===== config.mk =====
export PLATFORM = sky130hd
export DESIGN_NAME = sorted_keyed_score_table_unit
export DESIGN_NICKNAME = d
export VERILOG_FILES = /design/src/hw/rtl/skst_pkg.sv /design/src/hw/rtl/sorted_keyed_score_table_unit.sv /design/src/hw/rtl/skst_cell.sv
export SDC_FILE = /design/constraint.sdc
export NUM_CORES = 2
export LEC_CHECK = 0
export BUFFER_PORTS_ARGS = -buffer_cell sky130_fd_sc_hd__buf_4
export CAP_MARGIN = 20
export CORE_MARGIN = 4
export CORE_UTILIZATION = 50
export DETAILED_ROUTE_END_ITERATION = 7
export GPL_TIMING_DRIVEN = 0
export PLACE_DENSITY = 0.73
export SETUP_SLACK_MARGIN = 0.05
export SLEW_MARGIN = 20
export SYNTH_ARGS = -nofsm -noshare
export SYNTH_HDL_FRONTEND = slang
export SYNTH_SLANG_ARGS = --single-unit
export TNS_END_PERCENT = 20

===== constraint.sdc =====
create_clock -name clk -period 6.8 [get_ports clk]
set_input_delay 0.34 -clock clk [delete_from_list [all_inputs] [get_ports clk]]
set_output_delay 0.34 -clock clk [all_outputs]
set_load 0.02 [all_outputs]

===== src/hw/rtl/skst_pkg.sv =====
// Shared types and constants for the sorted keyed score table.
package skst_pkg;

    localparam int CAPACITY  = 16;
    localparam int ID_W      = 24;
    localparam int SCORE_W   = 8;
    localparam int POS_W     = 4;
    localparam int COUNT_W   = 5;
    localparam int IDX_W     = (CAPACITY > 1) ? $clog2(CAPACITY) : 1;
    localparam int CNT_W     = $clog2(CAPACITY + 1);

    typedef logic [ID_W-1:0]    id_t;
    typedef logic [SCORE_W-1:0] score_t;
    typedef logic [IDX_W-1:0]   idx_t;
    typedef logic [CNT_W-1:0]   cnt_t;

    typedef enum logic [1:0] {
        CMD_INSERT = 2'd0,
        CMD_UPDATE = 2'd1,
        CMD_DELETE = 2'd2,
        CMD_DUMP   = 2'd3
    } cmd_t;

    typedef enum logic [1:0] {
        STS_OK        = 2'd0,
        STS_DUPLICATE = 2'd1,
        STS_NOT_FOUND = 2'd2,
        STS_FULL      = 2'd3
    } status_t;

    // Broadcast from the controller to every cell of the chain.
    typedef struct packed {
        logic   ins_en;
        logic   upd_en;
        logic   del_en;
        id_t    id;
        score_t score;
    } cell_ctl_t;

endpackage


===== src/hw/rtl/sorted_keyed_score_table_unit.sv =====
// Sorted keyed score table: command control, output register and the chain of slot cells.
// Insert, update, delete: one result each; the next command is taken once that result is loaded for output.
// Dump: entries stream out of the dump state, one per cycle while the output is not stalled (empty table: one).
// A command passes the command register and the chain execute step before its result is registered for output.
// Output stalls hold the execute step; a new command is taken while a result waits.
// Reset (rst_n low, async) empties the table and the output; slot contents stay undefined.
module sorted_keyed_score_table_unit
    import skst_pkg::*;
(
    input  logic        clk,
    input  logic        rst_n,
    input  logic        s_tvalid,
    output logic        s_tready,
    input  logic [31:0] s_tdata,   // id[23:0], score[31:24]
    input  logic [1:0]  s_tuser,   // cmd[1:0]
    output logic        m_tvalid,
    input  logic        m_tready,
    output logic [47:0] m_tdata,   // status[1:0], entry_id[25:2], entry_score[33:26],
                                   // position[37:34], entry_count[42:38], valid_res[43], zero pad
    output logic        m_tlast
);

    typedef enum logic [2:0] {
        ST_IDLE = 3'b001,
        ST_EXEC = 3'b010,
        ST_DUMP = 3'b100
    } state_t;

    typedef struct packed {
        status_t              status;
        id_t                  entry_id;
        score_t               entry_score;
        logic [POS_W-1:0]     position;
        logic [COUNT_W-1:0]   entry_count;
        logic                 valid_res;
        logic                 last;
    } res_t;

    state_t    state_reg;
    state_t    state_next;
    cmd_t      cmd_reg;
    id_t       key_id_reg;
    score_t    key_score_reg;
    cnt_t      count_reg;
    cnt_t      count_next;
    idx_t      dump_idx_reg;
    idx_t      dump_idx_next;
    res_t      res_reg;
    res_t      res_next;
    logic      out_valid_reg;
    logic      out_load;
    logic      out_free;

    cell_ctl_t               ctl;
    id_t                     cell_id    [CAPACITY];
    score_t                  cell_score [CAPACITY];
    logic [CAPACITY-1:0]     match_vec;
    logic [CAPACITY-1:0]     ins_vec;
    logic [CAPACITY:0]       scan_chain;
    logic [CAPACITY:0]       del_chain;

    logic   found;
    logic   full;
    idx_t   match_pos;
    idx_t   ins_pos;
    score_t match_score;
    logic   dump_last;

    assign s_tready = (state_reg == ST_IDLE);
    assign out_free = !out_valid_reg || m_tready;

    // ---- cell chain ----
    assign scan_chain[0] = 1'b1;
    assign del_chain[0]  = 1'b0;

    for (genvar i = 0; i < CAPACITY; i++)
    begin : g_cell
        skst_cell u_cell (
            .clk         (clk),
            .ctl         (ctl),
            .head        ((i == 0) ? 1'b1 : 1'b0),
            .occ         (CNT_W'(i) < count_reg),
            .scan_in     (scan_chain[i]),
            .del_in      (del_chain[i]),
            .left_id     ((i == 0) ? key_id_reg : cell_id[(i == 0) ? 0 : i - 1]),
            .left_score  ((i == 0) ? key_score_reg : cell_score[(i == 0) ? 0 : i - 1]),
            .right_id    ((i == CAPACITY - 1) ? id_t'(0) :
                          cell_id[(i == CAPACITY - 1) ? i : i + 1]),
            .right_score ((i == CAPACITY - 1) ? score_t'(0) :
                          cell_score[(i == CAPACITY - 1) ? i : i + 1]),
            .id          (cell_id[i]),
            .score       (cell_score[i]),
            .match       (match_vec[i]),
            .scan_out    (scan_chain[i+1]),
            .del_out     (del_chain[i+1]),
            .ins_here    (ins_vec[i])
        );
    end

    // ---- lookup summaries (match and insert point each have at most one bit set) ----
    always_comb
    begin
        match_pos   = '0;
        ins_pos     = '0;
        match_score = '0;
        for (int i = 0; i < CAPACITY; i++)
        begin
            if (match_vec[i])
            begin
                match_pos   = match_pos | idx_t'(i);
                match_score = match_score | cell_score[i];
            end
            if (ins_vec[i])
            begin
                ins_pos = ins_pos | idx_t'(i);
            end
        end
    end

    assign found     = |match_vec;
    assign full      = (count_reg == CNT_W'(CAPACITY));
    assign dump_last = ({1'b0, dump_idx_reg} == (count_reg - cnt_t'(1)));

    // ---- control ----
    always_comb
    begin
        state_next       = state_reg;
        count_next       = count_reg;
        dump_idx_next    = dump_idx_reg;
        out_load         = 1'b0;
        ctl.ins_en       = 1'b0;
        ctl.upd_en       = 1'b0;
        ctl.del_en       = 1'b0;
        ctl.id           = key_id_reg;
        ctl.score        = key_score_reg;
        res_next.status      = STS_OK;
        res_next.entry_id    = key_id_reg;
        res_next.entry_score = '0;
        res_next.position    = '0;
        res_next.entry_count = COUNT_W'(count_reg);
        res_next.valid_res   = 1'b0;
        res_next.last        = 1'b1;

        case (state_reg)
            ST_IDLE:
            begin
                if (s_tvalid)
                begin
                    state_next = ST_EXEC;
                end
            end
            ST_EXEC:
            begin
                if (out_free)
                begin
                    out_load   = 1'b1;
                    state_next = ST_IDLE;
                    case (cmd_reg)
                        CMD_INSERT:
                        begin
                            if (found)
                            begin
                                res_next.status      = STS_DUPLICATE;
                                res_next.entry_score = match_score;
                                res_next.position    = POS_W'(match_pos);
                                res_next.valid_res   = 1'b1;
                            end
                            else if (full)
                            begin
                                res_next.status = STS_FULL;
                            end
                            else
                            begin
                                ctl.ins_en           = 1'b1;
                                count_next           = count_reg + cnt_t'(1);
                                res_next.entry_score = key_score_reg;
                                res_next.position    = POS_W'(ins_pos);
                                res_next.entry_count = COUNT_W'(count_next);
                                res_next.valid_res   = 1'b1;
                            end
                        end
                        CMD_UPDATE:
                        begin
                            if (found)
                            begin
                                ctl.upd_en           = 1'b1;
                                res_next.entry_score = key_score_reg;
                                res_next.position    = POS_W'(match_pos);
                                res_next.valid_res   = 1'b1;
                            end
                            else
                            begin
                                res_next.status = STS_NOT_FOUND;
                            end
                        end
                        CMD_DELETE:
                        begin
                            if (found)
                            begin
                                ctl.del_en           = 1'b1;
                                count_next           = count_reg - cnt_t'(1);
                                res_next.entry_score = match_score;
                                res_next.position    = POS_W'(match_pos);
                                res_next.entry_count = COUNT_W'(count_next);
                                res_next.valid_res   = 1'b1;
                            end
                            else
                            begin
                                res_next.status = STS_NOT_FOUND;
                            end
                        end
                        CMD_DUMP:
                        begin
                            res_next.entry_id = '0;
                            if (count_reg != '0)
                            begin
                                // entries stream out of the dump state instead
                                out_load      = 1'b0;
                                dump_idx_next = '0;
                                state_next    = ST_DUMP;
                            end
                        end
                        default:
                        begin
                            out_load = 1'b0;
                        end
                    endcase
                end
            end
            ST_DUMP:
            begin
                res_next.entry_id    = cell_id[dump_idx_reg];
                res_next.entry_score = cell_score[dump_idx_reg];
                res_next.position    = POS_W'(dump_idx_reg);
                res_next.valid_res   = 1'b1;
                res_next.last        = dump_last;
                if (out_free)
                begin
                    out_load      = 1'b1;
                    dump_idx_next = dump_idx_reg + idx_t'(1);
                    if (dump_last)
                    begin
                        state_next = ST_IDLE;
                    end
                end
            end
            default:
            begin
                state_next = ST_IDLE;
            end
        endcase
    end

    always_ff @(posedge clk or negedge rst_n)
    begin
        if (!rst_n)
        begin
            state_reg     <= ST_IDLE;
            count_reg     <= '0;
            dump_idx_reg  <= '0;
            out_valid_reg <= 1'b0;
        end
        else
        begin
            state_reg    <= state_next;
            count_reg    <= count_next;
            dump_idx_reg <= dump_idx_next;
            if (out_load)
            begin
                out_valid_reg <= 1'b1;
            end
            else if (m_tready)
            begin
                out_valid_reg <= 1'b0;
            end
        end
    end

    always_ff @(posedge clk)
    begin
        if (s_tvalid && s_tready)
        begin
            cmd_reg       <= cmd_t'(s_tuser);
            key_id_reg    <= s_tdata[ID_W-1:0];
            key_score_reg <= s_tdata[ID_W +: SCORE_W];
        end
        if (out_load)
        begin
            res_reg <= res_next;
        end
    end

    assign m_tvalid = out_valid_reg;
    assign m_tlast  = res_reg.last;
    assign m_tdata  = {4'b0000, res_reg.valid_res, res_reg.entry_count, res_reg.position,
                       res_reg.entry_score, res_reg.entry_id, res_reg.status};

`ifndef NO_ASSERTIONS
    a_count_bound: assert property (@(posedge clk) disable iff (!rst_n)
        count_reg <= CNT_W'(CAPACITY))
        else $error("entry count above capacity");

    a_unique_ids: assert property (@(posedge clk) disable iff (!rst_n)
        (state_reg == ST_EXEC) |-> $onehot0(match_vec))
        else $error("id held in more than one slot");

    a_one_ins_point: assert property (@(posedge clk) disable iff (!rst_n)
        ctl.ins_en |-> $onehot(ins_vec))
        else $error("insert point not unique");

    a_ins_count: assert property (@(posedge clk) disable iff (!rst_n)
        ctl.ins_en |=> (count_reg == $past(count_reg) + cnt_t'(1)))
        else $error("insert did not grow the table");

    a_dump_hold: assert property (@(posedge clk) disable iff (!rst_n)
        (state_reg == ST_DUMP) |=> $stable(count_reg))
        else $error("table changed during dump");
`endif

endmodule


===== src/hw/rtl/skst_cell.sv =====
// One slot of the table: compares against the broadcast key and shifts with its neighbors.
module skst_cell
    import skst_pkg::*;
(
    input  logic      clk,
    input  cell_ctl_t ctl,
    input  logic      head,
    input  logic      occ,
    input  logic      scan_in,
    input  logic      del_in,
    input  id_t       left_id,
    input  score_t    left_score,
    input  id_t       right_id,
    input  score_t    right_score,
    output id_t       id,
    output score_t    score,
    output logic      match,
    output logic      scan_out,
    output logic      del_out,
    output logic      ins_here
);

    id_t    id_reg;
    id_t    id_next;
    score_t score_reg;
    score_t score_next;
    logic   cond;

    // The head keeps the new entry out only when its score is not lower.
    assign cond     = occ && (head ? (score_reg >= ctl.score) : (score_reg > ctl.score));
    assign match    = occ && (id_reg == ctl.id);
    assign ins_here = scan_in && !cond;
    assign scan_out = scan_in && cond;
    assign del_out  = del_in || match;

    always_comb
    begin
        id_next    = id_reg;
        score_next = score_reg;
        if (ctl.ins_en)
        begin
            if (ins_here)
            begin
                id_next    = ctl.id;
                score_next = ctl.score;
            end
            else if (!scan_in)
            begin
                id_next    = left_id;
                score_next = left_score;
            end
        end
        if (ctl.upd_en && match)
        begin
            score_next = ctl.score;
        end
        if (ctl.del_en && del_out)
        begin
            id_next    = right_id;
            score_next = right_score;
        end
    end

    always_ff @(posedge clk)
    begin
        id_reg    <= id_next;
        score_reg <= score_next;
    end

    assign id    = id_reg;
    assign score = score_reg;

endmodule


==> flow_metrics.py <==
metrics = {
    "status": {
        "status": "finished with violations",
        "violations": "DRC",
    },
    "floorplanning": {
        "core_um2": 88200,
        "die-area_um2": 93600,
        "die_h_um": 306,
        "rows": 109,
        "start_util_pct": 50.3,
        "dieWidth_um": 306,
        "io_pins": 89,
    },
    "logic_synthesis": {
        "ys_seq_area_share_pct": 40.0,
        "syn_area_per_cell_um2": 10.9,
        "synth_flop_cell": "edfxtp_1",
        "synthArstFlopShare_pct": 2.15,
        "synth_cells": 4087,
        "synthesis.area_um2": 44400,
        "synth_top_area_cell": "edfxtp_1",
        "netlist_top_cells_area": "edfxtp_1 (38%), mux2i_1 (10%), mux4_2 (8.1%)",
        "ys.warnings.count": 0,
        "ys_ff_latch": 604,
        "synth_edf_count": 559,
        "synth_top_area_share_pct": 37.8,
        "yosysUniqueCellTypes": 96,
    },
    "worst_hold_path": {
        "hold_path.class": "input pin to asynchronous set/reset pin",
    },
    "detailed_routing": {
        "drtPass1Iterations": 8,
        "via_per_inst": 6.94,
        "drtAntennaViolNets": 0,
        "drt-total-wl_um": 193000,
        "drt_iter0_markers": 6799,
        "wl_per_cell_um": 34.8,
        "num_vias": 38500,
        "remaining_drc_errors": 12,
    },
    "finish": {
        "multiInputGateArea_um2": 24900,
        "layout_commonest_cell": "edfxtp_1",
        "num-fill-cells": 7647,
        "syn_to_final_growth_pct": 12.8,
        "final_cell_mix": "edfxtp_1 (559), nor2_1 (481), mux2i_1 (448)",
        "fin_nets": 4485,
        "fin_cells": 5544,
        "drive_above_1_share_pct": 17.0,
        "seq_area_um2": 17800,
        "largest_reg_flops": 384,
    },
    "placement": {
        "hpwl_um": 156000,
        "detailedPlace.worstSlack_ps": 901,
        "port_buffers": 84,
        "gp_congestion": 1.06,
        "dp_cells": 5360,
    },
    "timing": {
        "slew_violations": 0,
        "worst_slack_ps": 151,
        "fin_skew_ps": 29.7,
        "period_needed_ps": 6650,
        "worst_pin_slew_ps": 1320,
        "setup_tns_ps": 0,
        "slew-limit-headroom_pct": 12.2,
        "rsz0062_at_grt": "no",
        "max_freq_mhz": 150,
        "hold_viol_final": 0,
        "fin_crit_sh_pct": 97.8,
        "setup_viol": 0,
    },
    "power": {
        "cellLeakagePower_nw": 18.8,
        "combPwrFrac_pct": 40.3,
        "p_switching_w": 0.00623,
        "power.density_nw_per_um2": 310,
        "ir_worst_vdd_mv": 0.266,
        "pwr-share-seq_pct": 32.1,
        "power.internal_w": 0.00927,
        "clkPwrFrac_pct": 27.7,
        "swShare_pct": 40.2,
    },
    "critical_path": {
        "end_kind": "flop",
        "required_ps": 7150,
        "arrival_ps": 7000,
        "path_class": "flop to flop",
        "crit_fanout": 17,
        "cp_common_cell": "buf_2",
        "critPathSlowestCell": "a21oi_1",
        "crit_chain": "clkbuf_1 > inv_1 > ha_1 > nand4_1 > o21bai_1 > a21oi_1 > nand2_1 > buf_2 > nor4_1 > buf_2 > buf_1 > nor2_1 > o21ai_0",
        "critical_path.startpoint_type": "flop",
        "slowest_delay_ps": 810,
    },
    "run": {
        "maxCapViolations": 0,
    },
    "cts": {
        "cts_buffers": 76,
        "cts_resized": 0,
        "worstSkewPairLatency_ps": 670,
        "cts_sinks": 604,
        "cts.clk_slew.worst_paths_ps": 60,
        "post_cts_buffers": 0,
        "cts-root-buf": "clkbuf_16",
        "htreeDepth": 3,
        "cts_max_path_buffers": 3,
        "cts_tree": "built",
        "cts.hold.buffers_added": 36,
    },
    "global_route": {
        "grt_max_degree": 26,
        "first_global_vias": 35900,
        "grt_pass1_wl_um": 268000,
        "grtUsageTotal_pct": 39.9,
        "grt.overflow.total": 0,
        "antenna_found_initial": 4,
    },
}
## cell families after synthesis
family / Yosys count / synth area share, %
other cells: 1 / 0.00845
simple gates: 1078 / 12.0
mux: 739 / 21.9
flops: 604 / 40.0
buf+inv: 383 / 4.35
fa+ha+maj: 137 / 3.86
xor+xnor: 401 / 7.91
compound gates: 744 / 10.1
## power by group through the flow
stage               Clock [W]  Combinational, W  Sequential [W]
floorplan                   0           0.00355         0.00491
global placement            0           0.00574         0.00502
detailed placement          0           0.00588         0.00501
CTS                   0.00425           0.00592         0.00493
global route          0.00442           0.00636         0.00499
finish                0.00429           0.00624         0.00497
## stage by stage
step | util, % | area, um^2 | total power (W) | hold WS (ps)
after detailed placement | 53.3 | 47100 | 0.0109 | 198
after CTS | 56.7 | 50000 | 0.0151 | 47.0
after global routing | 56.7 | 50000 | 0.0158 | 81.5
after floorplan | - | 44400 | 0.00846 | 44.4
after global placement | 52.7 | 46500 | 0.0108 | 199
final | 56.7 | 50000 | 0.0155 | 68.7
## metal layers
metal	wire [um]	share of wire [%]	track usage (%)
met2	80600	42	57.8
met1	71000	37	52.6
met5	351	0.18	0.859
met4	12400	6.4	20.3
met3	28800	15	14.7
## cell usage after synthesis (all sizes together), types with 111 or more instances
library cell	number
mux4	160
xor2	290
ha	137
nand2	143
edfxtp	559
clkbuf	144
buf	195
nor2	485
a21oi	437
mux2i	448
mux2	131
xnor2	111
## critical path, delay by kind of cell (launching register included)
family                   cells  cell delay (ps)
buffers and inverters        5             2810
AO/OA/AOI/OAI                3             1690
AND/OR/NAND/NOR              4              930
adder cells (fa/ha/maj)      1              560
flip-flops                   1              320
## area by class of cell
| type | count | area share, % |
|---|---|---|
| clock inverters | 32 | 0.740 |
| flip-flops and latches | 604 | 35.5 |
| inverters | 44 | 0.330 |
| multi-input cells | 3103 | 49.8 |
| clock buffers | 110 | 4.38 |
| plain buffers | 339 | 3.55 |
| repair buffers | 142 | 2.74 |
| diodes | 5 | 0.0250 |
| well taps | 1165 | 2.91 |
## worst paths after layout
kind	from	to	slack, ps	cells past startpoint
worst min-delay path	rst_n	count_reg[0]	70	2
worst max register to register	key_score_reg[7]	m_tdata[37]	150	13
max in group asynchronous	rst_n	state_reg[0]	6480	2
worst max-delay path	key_score_reg[7]	m_tdata[37]	150	13
worst min register to register	g_cell[15].u_cell.id[16]	g_cell[15].u_cell.id[16]	570	2
min in group clk	m_tready	state_reg[1]	100	3
No activity file was read; power rests on OpenSTA's default activity.
